$ cat src/rtl/core/hms_pkg.sv
// Shared types and constants for the millisecond time counter.
package hms_pkg;

   typedef enum logic [1:0] {
      OP_UP    = 2'd0,
      OP_DOWN  = 2'd1,
      OP_CLEAR = 2'd2,
      OP_LOAD  = 2'd3
   } hms_op_type;

   localparam logic [4:0] HOUR_MAX   = 5'd23;
   localparam logic [5:0] MINUTE_MAX = 6'd59;
   localparam logic [5:0] SECOND_MAX = 6'd59;
   localparam logic [9:0] MILLI_MAX  = 10'd999;

   typedef struct packed {
      logic [4:0] hours;
      logic [5:0] minutes;
      logic [5:0] seconds;
      logic [9:0] millis;
   } hms_time_type;

   typedef struct packed {
      logic [4:0] hours;
      logic [5:0] minutes;
      logic [5:0] seconds;
   } hms_load_type;

   typedef struct packed {
      hms_time_type time_next;
      logic         day_rollover;
      logic         reached_zero;
   } hms_step_type;

endpackage

$ cat src/rtl/core/hms_step.sv
// Next-time logic: applies one operation to the current count.
module hms_step (
   input  hms_pkg::hms_op_type   operation,
   input  hms_pkg::hms_load_type load_value,
   input  hms_pkg::hms_time_type time_now,
   output hms_pkg::hms_step_type step_out
);
   import hms_pkg::*;

   logic milli_top;
   logic second_top;
   logic minute_top;
   logic hour_top;
   logic milli_zero;
   logic second_zero;
   logic minute_zero;
   logic hour_zero;

   // The count never leaves its range, so equality with the maximum marks a carry.
   assign milli_top   = (time_now.millis == MILLI_MAX);
   assign second_top  = (time_now.seconds == SECOND_MAX);
   assign minute_top  = (time_now.minutes == MINUTE_MAX);
   assign hour_top    = (time_now.hours == HOUR_MAX);
   assign milli_zero  = (time_now.millis == 10'd0);
   assign second_zero = (time_now.seconds == 6'd0);
   assign minute_zero = (time_now.minutes == 6'd0);
   assign hour_zero   = (time_now.hours == 5'd0);

   always_comb begin
      step_out.time_next    = time_now;
      step_out.day_rollover = 1'b0;
      step_out.reached_zero = 1'b0;
      unique case (operation)
         OP_UP: begin
            step_out.time_next.millis = milli_top ? 10'd0 : time_now.millis + 10'd1;
            if (milli_top) begin
               step_out.time_next.seconds = second_top ? 6'd0 : time_now.seconds + 6'd1;
               if (second_top) begin
                  step_out.time_next.minutes = minute_top ? 6'd0 : time_now.minutes + 6'd1;
                  if (minute_top) begin
                     step_out.time_next.hours = hour_top ? 5'd0 : time_now.hours + 5'd1;
                     step_out.day_rollover    = hour_top;
                  end
               end
            end
         end
         OP_DOWN: begin
            // A borrow reloads every lower digit with its maximum.
            if (!milli_zero) begin
               step_out.time_next.millis = time_now.millis - 10'd1;
            end else if (!second_zero) begin
               step_out.time_next.seconds = time_now.seconds - 6'd1;
               step_out.time_next.millis  = MILLI_MAX;
            end else if (!minute_zero) begin
               step_out.time_next.minutes = time_now.minutes - 6'd1;
               step_out.time_next.seconds = SECOND_MAX;
               step_out.time_next.millis  = MILLI_MAX;
            end else if (!hour_zero) begin
               step_out.time_next.hours   = time_now.hours - 5'd1;
               step_out.time_next.minutes = MINUTE_MAX;
               step_out.time_next.seconds = SECOND_MAX;
               step_out.time_next.millis  = MILLI_MAX;
            end else begin
               step_out.reached_zero = 1'b1;
            end
         end
         OP_CLEAR: begin
            step_out.time_next = '0;
         end
         OP_LOAD: begin
            step_out.time_next.hours   = (load_value.hours > HOUR_MAX) ?
                                         HOUR_MAX : load_value.hours;
            step_out.time_next.minutes = (load_value.minutes > MINUTE_MAX) ?
                                         MINUTE_MAX : load_value.minutes;
            step_out.time_next.seconds = (load_value.seconds > SECOND_MAX) ?
                                         SECOND_MAX : load_value.seconds;
            step_out.time_next.millis  = 10'd0;
         end
         default: begin
            step_out.time_next = time_now;
         end
      endcase
   end

endmodule

$ cat src/rtl/core/hms_millisecond_up_down_counter_top.sv
// Time-of-day counter (hours, minutes, seconds, milliseconds) counting up and down.
// Each accepted item (tick up, tick down, clear or load) returns one item holding the
// time after the operation, with a day rollover flag for an up tick that wraps to
// midnight and a reached-zero flag for a down tick at zero. An item goes from the input
// register through the next-time logic into the result register. A new item is taken
// every cycle, set by the single update of the count registers per cycle; a stalled
// result holds back the input only once both registers are full.
module hms_millisecond_up_down_counter_top (
   input  logic                clock,
   input  logic                reset,
   input  logic                req_valid,
   output logic                req_ready,
   input  hms_pkg::hms_op_type req_operation,
   input  logic [4:0]          req_load_hours,
   input  logic [5:0]          req_load_minutes,
   input  logic [5:0]          req_load_seconds,
   output logic                rsp_valid,
   input  logic                rsp_ready,
   output logic [4:0]          rsp_hours,
   output logic [5:0]          rsp_minutes,
   output logic [5:0]          rsp_seconds,
   output logic [9:0]          rsp_millis,
   output logic                rsp_day_rollover,
   output logic                rsp_reached_zero
);
   import hms_pkg::*;

   logic         in_valid_ff;
   hms_op_type   in_op_ff;
   hms_load_type in_load_ff;
   hms_time_type count_ff;
   hms_time_type count_in;
   hms_step_type step_result;
   logic         out_valid_ff;
   logic         out_valid_in;
   hms_step_type out_data_ff;
   logic         out_free;
   logic         advance;
   logic         req_take;

   assign out_free = !out_valid_ff || rsp_ready;
   assign advance  = in_valid_ff && out_free;
   assign req_ready = !in_valid_ff || advance;
   assign req_take  = req_valid && req_ready;

   hms_step u_step (
      .operation  (in_op_ff),
      .load_value (in_load_ff),
      .time_now   (count_ff),
      .step_out   (step_result)
   );

   assign count_in     = advance ? step_result.time_next : count_ff;
   assign out_valid_in = advance || (out_valid_ff && !rsp_ready);

   always_ff @(posedge clock) begin
      if (reset) begin
         in_valid_ff  <= 1'b0;
         out_valid_ff <= 1'b0;
         count_ff     <= '0;
      end else begin
         if (req_ready) begin
            in_valid_ff <= req_valid;
         end
         out_valid_ff <= out_valid_in;
         count_ff     <= count_in;
      end
   end

   always_ff @(posedge clock) begin
      if (req_take) begin
         in_op_ff           <= req_operation;
         in_load_ff.hours   <= req_load_hours;
         in_load_ff.minutes <= req_load_minutes;
         in_load_ff.seconds <= req_load_seconds;
      end
      if (advance) begin
         out_data_ff <= step_result;
      end
   end

   assign rsp_valid        = out_valid_ff;
   assign rsp_hours        = out_data_ff.time_next.hours;
   assign rsp_minutes      = out_data_ff.time_next.minutes;
   assign rsp_seconds      = out_data_ff.time_next.seconds;
   assign rsp_millis       = out_data_ff.time_next.millis;
   assign rsp_day_rollover = out_data_ff.day_rollover;
   assign rsp_reached_zero = out_data_ff.reached_zero;

   // A rollover or a down tick at zero always leaves the count at midnight.
   a_rollover_zero : assert property (@(posedge clock) disable iff (reset)
      (rsp_valid && rsp_day_rollover) |-> (out_data_ff.time_next == '0))
      else $error("day rollover with nonzero time");

   a_floor_zero : assert property (@(posedge clock) disable iff (reset)
      (rsp_valid && rsp_reached_zero) |-> (out_data_ff.time_next == '0))
      else $error("reached zero with nonzero time");

   a_flags_exclusive : assert property (@(posedge clock) disable iff (reset)
      rsp_valid |-> !(rsp_day_rollover && rsp_reached_zero))
      else $error("both flags set");

   a_count_range : assert property (@(posedge clock) disable iff (reset)
      (count_ff.millis <= MILLI_MAX) && (count_ff.seconds <= SECOND_MAX) &&
      (count_ff.minutes <= MINUTE_MAX) && (count_ff.hours <= HOUR_MAX))
      else $error("count out of range");

   // The count only moves when an item passes into the result register.
   a_count_holds : assert property (@(posedge clock) disable iff (reset)
      !advance |=> $stable(count_ff))
      else $error("count changed without an item");

endmodule

$ cat config.mk
export PLATFORM = sky130hd
export DESIGN_NAME = hms_millisecond_up_down_counter_top
export DESIGN_NICKNAME = d
export VERILOG_FILES = /design/src/rtl/core/hms_pkg.sv /design/src/rtl/core/hms_step.sv /design/src/rtl/core/hms_millisecond_up_down_counter_top.sv
export SDC_FILE = /design/constraint.sdc
export NUM_CORES = 1
export LEC_CHECK = 0
export ABC_CLOCK_PERIOD_IN_PS = 3400
export CAP_MARGIN = 0
export CELL_PAD_IN_SITES_DETAIL_PLACEMENT = 0
export CELL_PAD_IN_SITES_GLOBAL_PLACEMENT = 2
export CORE_ASPECT_RATIO = 1.1
export CORE_UTILIZATION = 40
export CTS_CLUSTER_SIZE = 10
export DETAILED_ROUTE_END_ITERATION = 8
export DONT_BUFFER_PORTS = 1
export GPL_ROUTABILITY_DRIVEN = 0
export GPL_TIMING_DRIVEN = 0
export MAX_ROUTING_LAYER = met4
export PLACE_DENSITY = 0.78
export SLEW_MARGIN = 20
export SYNTH_ARGS = -nofsm -noshare
export SYNTH_HDL_FRONTEND = slang
export SYNTH_SLANG_ARGS = --single-unit
$ cat constraint.sdc
create_clock -name clock -period 3.4 [get_ports clock]
set_input_delay 0.34 -clock clock [delete_from_list [all_inputs] [get_ports clock]]
set_output_delay 0.34 -clock clock [all_outputs]
set_load 0.1 [all_outputs]
==> results of run 1 <==
-- cells in the final DEF (no fill, tap or decap), drive strengths merged, types with 6 or more instances in the layout --
cell type   n
nand4       8
nand2b      6
nand3      24
a31oi      16
nor4        9
nor3b       6
nor3       21
nand2      45
inv        13
and2        8
clkbuf     39
dfxtp      29
and3        6
edfxtp     48
a211oi      8
o21ai      40
nor2       40
ha          9
a21oi      35
buf        15
-- registers in the layout (all words and copies together), names as in the netlist --
signal and cells:
rsp_reached_zero 1, rsp_millis 10, rsp_day_rollover 1, in_load_ff 17, in_op_ff 2, count_ff 27
rsp_hours 5, rsp_minutes 6, rsp_valid 1, rsp_seconds 6, in_valid_ff 1
-- worst max-delay path, stage by stage (launching register included) --
cell and delay (ns):
dfxtp_1 0.95, nor2b_1 0.31, nand2b_1 0.15, clkbuf_1 0.55, clkbuf_1 0.67, a21oi_1 0.15
o21a_1 0.14
-- Yosys cell counts, types with 10 or more instances --
library cell / count
clkbuf_1: 29
inv_1: 13
nor3_1: 18
nand3_1: 22
dfxtp_1: 29
nand2_1: 44
buf_2: 10
a21oi_1: 34
o21ai_0: 37
edfxtp_1: 48
a31oi_1: 16
nor2_1: 40
-- layer usage --
metal  GRT usage [%]  vias up  share of wire, %
li1                -     1957                 -
met1            31.9     2044                43
met2            43.5      183                47
met3            5.05       44               6.3
met4            14.1        0               4.3
met5               -        -                 0
-- report_power, final --
group | internal [mW] | switching (mW)
combinational | 0.151 | 0.321
clock | 0.492 | 0.396
sequential | 1.06 | 0.192
total | 1.70 | 0.910
-- metrics by stage --
step           setup TNS, ns  utilization [%]  power, mW
2_1_floorplan              0                -       1.59
3_3_place_gp           -5.74             42.5       1.73
3_5_place_dp               0             42.7       1.73
4_1_cts                    0             45.1       2.62
5_1_grt                    0             45.1       2.71
6_report                   0             45.1       2.61
-- final cells by class --
class	instances	area [µm²]	area share [%]
multi-input combinational	377	2410	46.8
sequential	77	2020	39.2
clock buffer	10	229	4.44
buffer	43	190	3.69
tap	150	188	3.64
inverter	13	48.8	0.946
clock inverter	6	40.0	0.777
timing repair buffer	1	27.5	0.534
-- final timing paths --
path / slack, ns / start / cells after the start / to
worst max-delay path: 0.35 / rsp_valid / 6 / count_ff[11]
worst min-delay path: 0.09 / req_load_minutes[0] / 0 / in_load_ff[6]
worst max register to register: 0.35 / rsp_valid / 6 / count_ff[11]
worst min register to register: 0.52 / in_valid_ff / 2 / rsp_valid
-- cells by family (layout without fill, tap and decap cells) --
family          Yosys count  in the layout  share of synthesized area, %
compound gates          157            157                          22.8
buf+inv                  56             73                          5.09
simple gates            197            197                          23.5
xor+xnor                  6              6                          1.13
flops                    77             77                          43.3
mux                       8              8                          1.79
fa+ha+maj                 9              9                          2.41
==> flow_summary_export.csv, run 1 <==
group,metric,value,unit
outcome,status,"finished clean",
yosys,async_flop_share,0,%
clock_network,clk_transition_reported_paths,0.06,ns
route,post_drt_wl_per_cell,22.7,µm
sta,fmax,328,MHz
floorplanning,start_util,40.8,%
placed_design,numPortBuffers,0,
route,drtPass1Iterations,5,
route,viasPerCell,6.25,
floorplanning,dieArea,12100,µm²
placed_design,pre_cts_ws,0.407,ns
yosys,yosysSeqAreaShare,43.3,%
yosys,yosys-top-cells-area,"edfxtp_1 31%, dfxtp_1 12%, o21ai_0 4.0%",
floorplanning,num_rows,41,
clock_network,cts-hold-fix-buffers,0,
critical_path,cp.required,3.63,ns
worst_hold_path,hold_path.class,"in2reg",
clock_network,clkLatencyLatePin,0.34,ns
yosys,synth-edff-count,48,
sta,max_slew_margin,36.2,%
clock_network,htreeDepth,3,
global_routing,antenna_found_initial,0,
layout,drive_above_1_share,10.2,%
route,drt_iter0_markers,331,
global_routing,overflow,0,
yosys,synth_cells,510,
layout,nNetsFinal,554,
sta,fin_crit_sh,89.7,%
floorplanning,die_w,105,µm
yosys,synth_cell_type_count,73,
clock_network,ctsResizeCount,0,
yosys,synthFlopType,"edfxtp_1",
placed_design,placed_cell_area,4890,µm²
sta,rsz0062_at_grt,"false",
yosys,yosysWarnings,0,
sta,timing.final.ws_setup,0.352,ns
route,finalWirelength,15400,µm
sta,skew,0.00936,ns
critical_path,crit_arrival,3.28,ns
clock_network,cts_sinks,77,
critical_path,path_max_fanout,10,
layout,postLayoutCellArea,5160,µm²
sta,hold_viol_final,0,
job,drv_cap,0,
global_routing,grt_use_total,26.9,%
global_routing,grt_pass1_wl,23300,µm
layout,synthToLayoutAreaGrowth,10.4,%
critical_path,end_kind,"flip-flop",
yosys,syn_area_per_cell,9.16,µm²
layout,antennaDiodeCount,0,
pwr,power.leakage,1.82,nW
route,vias,4228,
sta,setup_viol,0,
placed_design,dp_cells,661,
critical_path,start_kind,"flip-flop",
yosys,synth.net_count,542,
route,ant_nets,0,
layout,layout.cells.non_filler,677,
placed_design,place_hpwl,10800,µm
sta,hold_ws,0.0947,ns
critical_path,path_class,"reg2reg",
yosys,post-synth-top-area-cell,"edfxtp_1",
layout,num-fill-cells,1126,
sta,tightestPinTransition,0.955,ns
sta,min_period,3.05,ns
floorplanning,core_area,11400,µm²
yosys,synth_seq_cells,77,
pwr,power_density,507,nW/µm²
clock_network,cts_buffers,9,
route,drc_errors,0,
clock_network,cts_max_path_buffers,2,
clock_network,cts-root-buf,"clkbuf_16",
yosys,yosysTopAreaCellShare,30.9,%
global_routing,grt_pass1_vias,4165,
clock_network,cts_tree,"yes",
clock_network,postCtsSetupBuffers,0,
floorplanning,die_h,115,µm
yosys,netlist_area,4670,µm²
sta,maxSlewViolCount,0,
floorplanning,io_pins,54,
global_routing,grt_max_degree,22,
pwr,ir_worst_vdd,246,µV
Power figures use the tool's default switching activity.
==> run 2, diff against run 1 <==
--- a/config.mk
+++ b/config.mk
@@ -10,14 +10,15 @@
 export CELL_PAD_IN_SITES_DETAIL_PLACEMENT = 0
 export CELL_PAD_IN_SITES_GLOBAL_PLACEMENT = 2
 export CORE_ASPECT_RATIO = 1.1
-export CORE_UTILIZATION = 40
+export CORE_UTILIZATION = 41
+export CTS_BUF_LIST = sky130_fd_sc_hd__clkbuf_8
 export CTS_CLUSTER_SIZE = 10
 export DETAILED_ROUTE_END_ITERATION = 8
 export DONT_BUFFER_PORTS = 1
 export GPL_ROUTABILITY_DRIVEN = 0
 export GPL_TIMING_DRIVEN = 0
 export MAX_ROUTING_LAYER = met4
-export PLACE_DENSITY = 0.78
+export PLACE_DENSITY = 0.8
 export SLEW_MARGIN = 20
 export SYNTH_ARGS = -nofsm -noshare
 export SYNTH_HDL_FRONTEND = slang
==> run 2 against run 1 <==
Via count decreased by 2.5%. Critical path depth unchanged. Utilization increased by 1.5 points. Sequential power about the same. Combinational power decreased by 1%. Largest cell class unchanged. Register-to-register slack got worse by 0.04 ns. Setup slack got worse by 0.040 ns. Non-clock buffer count unchanged.
==> flow_summary_export.csv, run 2 (synthesis results as in run 1) <==
group,metric,value,unit
outcome,status,"finished clean",
layout,antennaDiodeCount,0,
route,vias,4123,
critical_path,crit_cells,6,
route,met2_length,7000,µm
critical_path,endpoint,"count_ff[22]",
global_routing,overflow,0,
critical_path,r2r_slack,0.31,ns
sta,min_period,3.09,ns
clock_network,cts-hold-fix-buffers,0,
global_routing,grt_pass1_wl,22500,µm
placed_design,numPortBuffers,0,
job,drv_cap,0,
clock_network,clk_transition_reported_paths,0.09,ns
critical_path,crit_buf_inv,2,
sta,skew,0.0130,ns
floorplanning,num_rows,40,
route,drtPass1Iterations,8,
floorplanning,dieArea,11800,µm²
sta,maxSlewViolCount,0,
clock_network,cts_tree,"yes",
layout,multi_input_area,2410,µm²
critical_path,path_max_fanout,10,
sta,rsz0062_at_grt,"false",
layout,drive_above_1_share,10.6,%
clock_network,ctsResizeCount,0,
floorplanning,die_h,114,µm
sta,max_slew_margin,36.9,%
floorplanning,start_util,42.4,%
layout,synthToLayoutAreaGrowth,9.67,%
floorplanning,core_area,11000,µm²
sta,setup_viol,0,
sta,tightestPinTransition,0.946,ns
critical_path,crit_slowest_cell,"dfxtp_1",
layout,nNetsFinal,554,
pwr,power_density,504,nW/µm²
critical_path,worst_path_dominant_cell_family,"buffers and inverters",
global_routing,grt_pass1_vias,3911,
route,drt_iter0_markers,320,
layout,num-fill-cells,1114,
layout,post-route-util,46.5,%
route,top_layer_used,"met4",
critical_path,end_kind,"flip-flop",
critical_path,cp.required,3.67,ns
critical_path,r2r-end,"count_ff[22]",
layout,layout.area.seq,2020,µm²
critical_path,worstRegToRegCells,6,
critical_path,critPathMostFrequentCell,"clkbuf_1",
clock_network,postCtsSetupBuffers,0,
critical_path,path_cells,"nor2b_1, nand2b_1, clkbuf_1, clkbuf_1, a21oi_1, o21a_1",
route,finalWirelength,14800,µm
critical_path,start_kind,"flip-flop",
critical_path,path_class,"reg2reg",
critical_path,crit_arrival,3.36,ns
layout,regMostFlops,"count_ff",
global_routing,grt_use_total,26.3,%
clock_network,htreeDepth,3,
placed_design,place_hpwl,10600,µm
pwr,ir_worst_vdd,213,µV
route,ant_nets,0,
sta,fin_crit_sh,90.8,%
floorplanning,io_pins,54,
sta,fmax,324,MHz
sta,hold_viol_final,0,
global_routing,grt_max_degree,32,
pwr,power.leakage,1.81,nW
clock_network,clkLatencyLatePin,0.37,ns
clock_network,cts_max_path_buffers,2,
worst_hold_path,hold_path.class,"in2reg",
critical_path,r2r_start,"rsp_valid",
layout,final_cell_mix,"48 x edfxtp_1, 44 x nand2_1, 40 x nor2_1",
sta,final.setup.tns,0,ns
clock_network,cts_buffers,9,
clock_network,cts-root-buf,"clkbuf_8",
route,routed-wl-met3,894,µm
floorplanning,die_w,104,µm
critical_path,cpPeakStageDelay,0.95,ns
layout,final_common_cell,"edfxtp_1",
global_routing,antenna_found_initial,0,
clock_network,cts_sinks,77,
route,viasPerCell,6.12,
critical_path,crit_start,"rsp_valid",
route,post_drt_wl_per_cell,22.0,µm
layout,largest_reg_flops,27,
route,drc_errors,0,
route,drt-met1-wl,6530,µm
[run 2: final cells by class]
| class | instances | area share [%] |
|---|---|---|
| Buffer | 43 | 3.71 |
| Multi-Input combinational cell | 377 | 47.1 |
| Clock buffer | 9 | 2.42 |
| Timing Repair Buffer | 1 | 0.391 |
| Tap cell | 147 | 3.59 |
| Sequential cell | 77 | 39.5 |
| Inverter | 13 | 0.953 |
| Clock inverter | 7 | 2.39 |
[run 2: worst reg2reg max path, delay by kind of cell (launching register included)]
family | cells | cell delay [ns]
DFF | 1 | 0.95
AOI/OAI and AO/OA | 2 | 0.31
and+or+nand+nor | 2 | 0.50
buffers and inverters | 2 | 1.24
[run 2: worst min-delay path by stage]
stage,from,to,slack (ns),cells past startpoint
2_1_floorplan,req_load_seconds[0],in_load_ff[0],0.44,0
3_3_place_gp,req_load_seconds[3],in_load_ff[3],0.44,0
3_5_place_dp,req_load_minutes[1],in_load_ff[7],0.44,0
4_1_cts,req_load_hours[4],in_load_ff[16],0.05,0
5_1_grt,req_load_hours[4],in_load_ff[16],0.05,0
6_report,req_load_hours[3],in_load_ff[15],0.06,0
[run 2: metrics by stage]
step	std cells	hold slack [ns]	setup slack, ns	power, mW	area, µm²
floorplan	510	0.439	0.630	1.59	4670
global placement	657	0.439	-0.0133	1.72	4850
detailed placement	658	0.439	0.375	1.73	4880
CTS	674	0.0483	0.354	2.59	5120
global route	674	0.0519	0.0841	2.67	5120
finish	674	0.0578	0.312	2.58	5120
[run 2: report_power, final]
group	internal, mW	switching (mW)
logic	0.150	0.317
registers	1.06	0.192
clock network	0.491	0.371
total	1.70	0.880
[run 2: layer usage]
layer / global-route usage (%) / vias up
li1: - / 1969
met1: 33.7 / 1960
met2: 42.3 / 169
met3: 3.43 / 25
met4: 11.0 / 0
met5: - / -
==> run 3, diff against run 2 <==
--- a/config.mk
+++ b/config.mk
@@ -10,7 +10,7 @@
 export CELL_PAD_IN_SITES_DETAIL_PLACEMENT = 0
 export CELL_PAD_IN_SITES_GLOBAL_PLACEMENT = 2
 export CORE_ASPECT_RATIO = 1.1
-export CORE_UTILIZATION = 41
+export CORE_UTILIZATION = 30
 export CTS_BUF_LIST = sky130_fd_sc_hd__clkbuf_8
 export CTS_CLUSTER_SIZE = 10
 export DETAILED_ROUTE_END_ITERATION = 8
@@ -18,7 +18,7 @@
 export GPL_ROUTABILITY_DRIVEN = 0
 export GPL_TIMING_DRIVEN = 0
 export MAX_ROUTING_LAYER = met4
-export PLACE_DENSITY = 0.8
+export PLACE_DENSITY = 0.61
 export SLEW_MARGIN = 20
 export SYNTH_ARGS = -nofsm -noshare
 export SYNTH_HDL_FRONTEND = slang
==> run 3 against run 2 <==
Non-clock buffer count did not move. Register-to-register slack improved by 0.02 ns. Combinational power up 3%. Die area is 36% higher. Utilization is 13 points lower. Global-route usage fell by 3.7 points. Critical path depth did not move.
==> flow_summary_export.csv, run 3 (synthesis results as in run 1) <==
group,metric,value,unit
layout,antennaDiodeCount,0,
layout,final_common_cell,"edfxtp_1",
route,drt_iter0_markers,403,
clock_network,cts_buffers,9,
layout,largest_reg_flops,27,
sta,fmax,325,MHz
sta,fin_crit_sh,90.4,%
placed_design,placed_cell_area,4940,µm²
layout,synthToLayoutAreaGrowth,9.80,%
critical_path,crit_arrival,3.35,ns
route,ant_nets,0,
global_routing,grt_use_total,22.6,%
placed_design,pre_cts_ws,0.350,ns
sta,timing.final.ws_setup,0.327,ns
sta,tightestPinTransition,0.955,ns
critical_path,end_kind,"flip-flop",
layout,postLayoutCellArea,5130,µm²
sta,hold_viol_final,0,
layout,post-route-util,33.9,%
route,drc_errors,0,
sta,max_slew_margin,36.2,%
route,routed-wl-met3,564,µm
placed_design,place_hpwl,12000,µm
worst_hold_path,hold_path.class,"in2reg",
floorplanning,io_pins,54,
global_routing,antenna_found_initial,0,
layout,regMostFlops,"count_ff",
clock_network,cts-hold-fix-buffers,0,
placed_design,numPortBuffers,0,
floorplanning,dieArea,16100,µm²
critical_path,start_kind,"flip-flop",
global_routing,overflow,0,
route,finalWirelength,16800,µm
clock_network,htreeDepth,3,
clock_network,postCtsSetupBuffers,0,
worst_hold_path,hold_start,"req_operation[0]",
outcome,status,"finished clean",
sta,hold_ws,0.0501,ns
route,viasPerCell,5.73,
layout,layout.area.seq,2020,µm²
clock_network,clk_transition_reported_paths,0.08,ns
clock_network,clkLatencyLatePin,0.38,ns
layout,drive_above_1_share,10.1,%
sta,setup_viol,0,
clock_network,ctsResizeCount,0,
floorplanning,core_area,15100,µm²
floorplanning,die_h,133,µm
floorplanning,start_util,30.9,%
pwr,power_density,472,nW/µm²
clock_network,cts_tree,"yes",
clock_network,cts_max_path_buffers,2,
layout,final_cell_mix,"48 x edfxtp_1, 44 x nand2_1, 40 x nor2_1",
clock_network,cts-root-buf,"clkbuf_8",
global_routing,grt_pass1_wl,25600,µm
pwr,ir_worst_vdd,200,µV
route,top_layer_used,"met4",
floorplanning,num_rows,47,
sta,rsz0062_at_grt,"false",
clock_network,cts_sinks,77,
global_routing,grt_pass1_vias,4237,
critical_path,r2r_start,"rsp_valid",
floorplanning,die_w,121,µm
pwr,power.leakage,1.80,nW
job,drv_cap,0,
critical_path,path_max_fanout,10,
route,vias,4142,
layout,multi_input_area,2410,µm²
route,met2_length,8230,µm
critical_path,crit_start,"rsp_valid",
sta,skew,0.00847,ns
sta,maxSlewViolCount,0,
route,post_drt_wl_per_cell,23.3,µm
route,drt-met1-wl,7460,µm
sta,min_period,3.07,ns
global_routing,grt_max_degree,21,
critical_path,path_class,"reg2reg",
layout,num-fill-cells,1597,
route,drtPass1Iterations,5,
layout,nNetsFinal,554,
critical_path,cp.required,3.68,ns
## run 3: changes by cell type in the layout (fill, tap and decap cells not counted), moves of 2 or more
| cell | delta |
|---|---|
| clkinv_2 | +2 |
| clkinvlp_4 | -2 |
| inv_1 | +2 |
| bufinv_16 | -2 |
## run 3: worst max-delay path, cell delays in order, from the launching register on
cell and delay [ns]:
dfxtp_1 0.95, nor2b_1 0.32, nand2b_1 0.15, clkbuf_1 0.54, clkbuf_1 0.68, a21oi_1 0.12
o21a_1 0.21
## run 3: final timing paths
check | to | slack (ns) | cells past startpoint
hold reg to reg | rsp_valid | 0.53 | 2
setup / recovery | count_ff[22] | 0.33 | 6
setup reg to reg | count_ff[22] | 0.33 | 6
hold / removal | in_op_ff[0] | 0.05 | 0
## run 3: through the flow
| stage | TNS [ns] | total power [mW] | cells |
|---|---|---|---|
| 5_1_grt | 0 | 2.54 | 723 |
| 6_report | 0 | 2.42 | 723 |
| 2_1_floorplan | 0 | 1.59 | 510 |
| 4_1_cts | 0 | 2.45 | 723 |
| 3_3_place_gp | -7.78 | 1.75 | 706 |
| 3_5_place_dp | 0 | 1.75 | 707 |
## run 3: cell type report
cell class,count,area share [%]
Buffer,43,3.71
Clock buffer,9,2.42
Clock inverter,7,1.17
Inverter,13,0.951
Multi-Input combinational cell,377,47.0
Sequential cell,77,39.4
Tap cell,196,4.78
Timing Repair Buffer,1,0.537
## run 3: metal layers
| layer | vias up | GRT usage (%) |
|---|---|---|
| met3 | 29 | 2.84 |
| met4 | 0 | 10.8 |
| li1 | 1964 | - |
| met2 | 111 | 36.4 |
| met1 | 2038 | 27.7 |
| met5 | - | - |
## run 3: where the power goes
| group | switching, mW | leakage, nW | total (mW) | internal, mW |
|---|---|---|---|---|
| clock network | 0.360 | 0.103 | 0.690 | 0.330 |
| logic | 0.331 | 0.997 | 0.482 | 0.151 |
| registers | 0.193 | 0.700 | 1.25 | 1.06 |
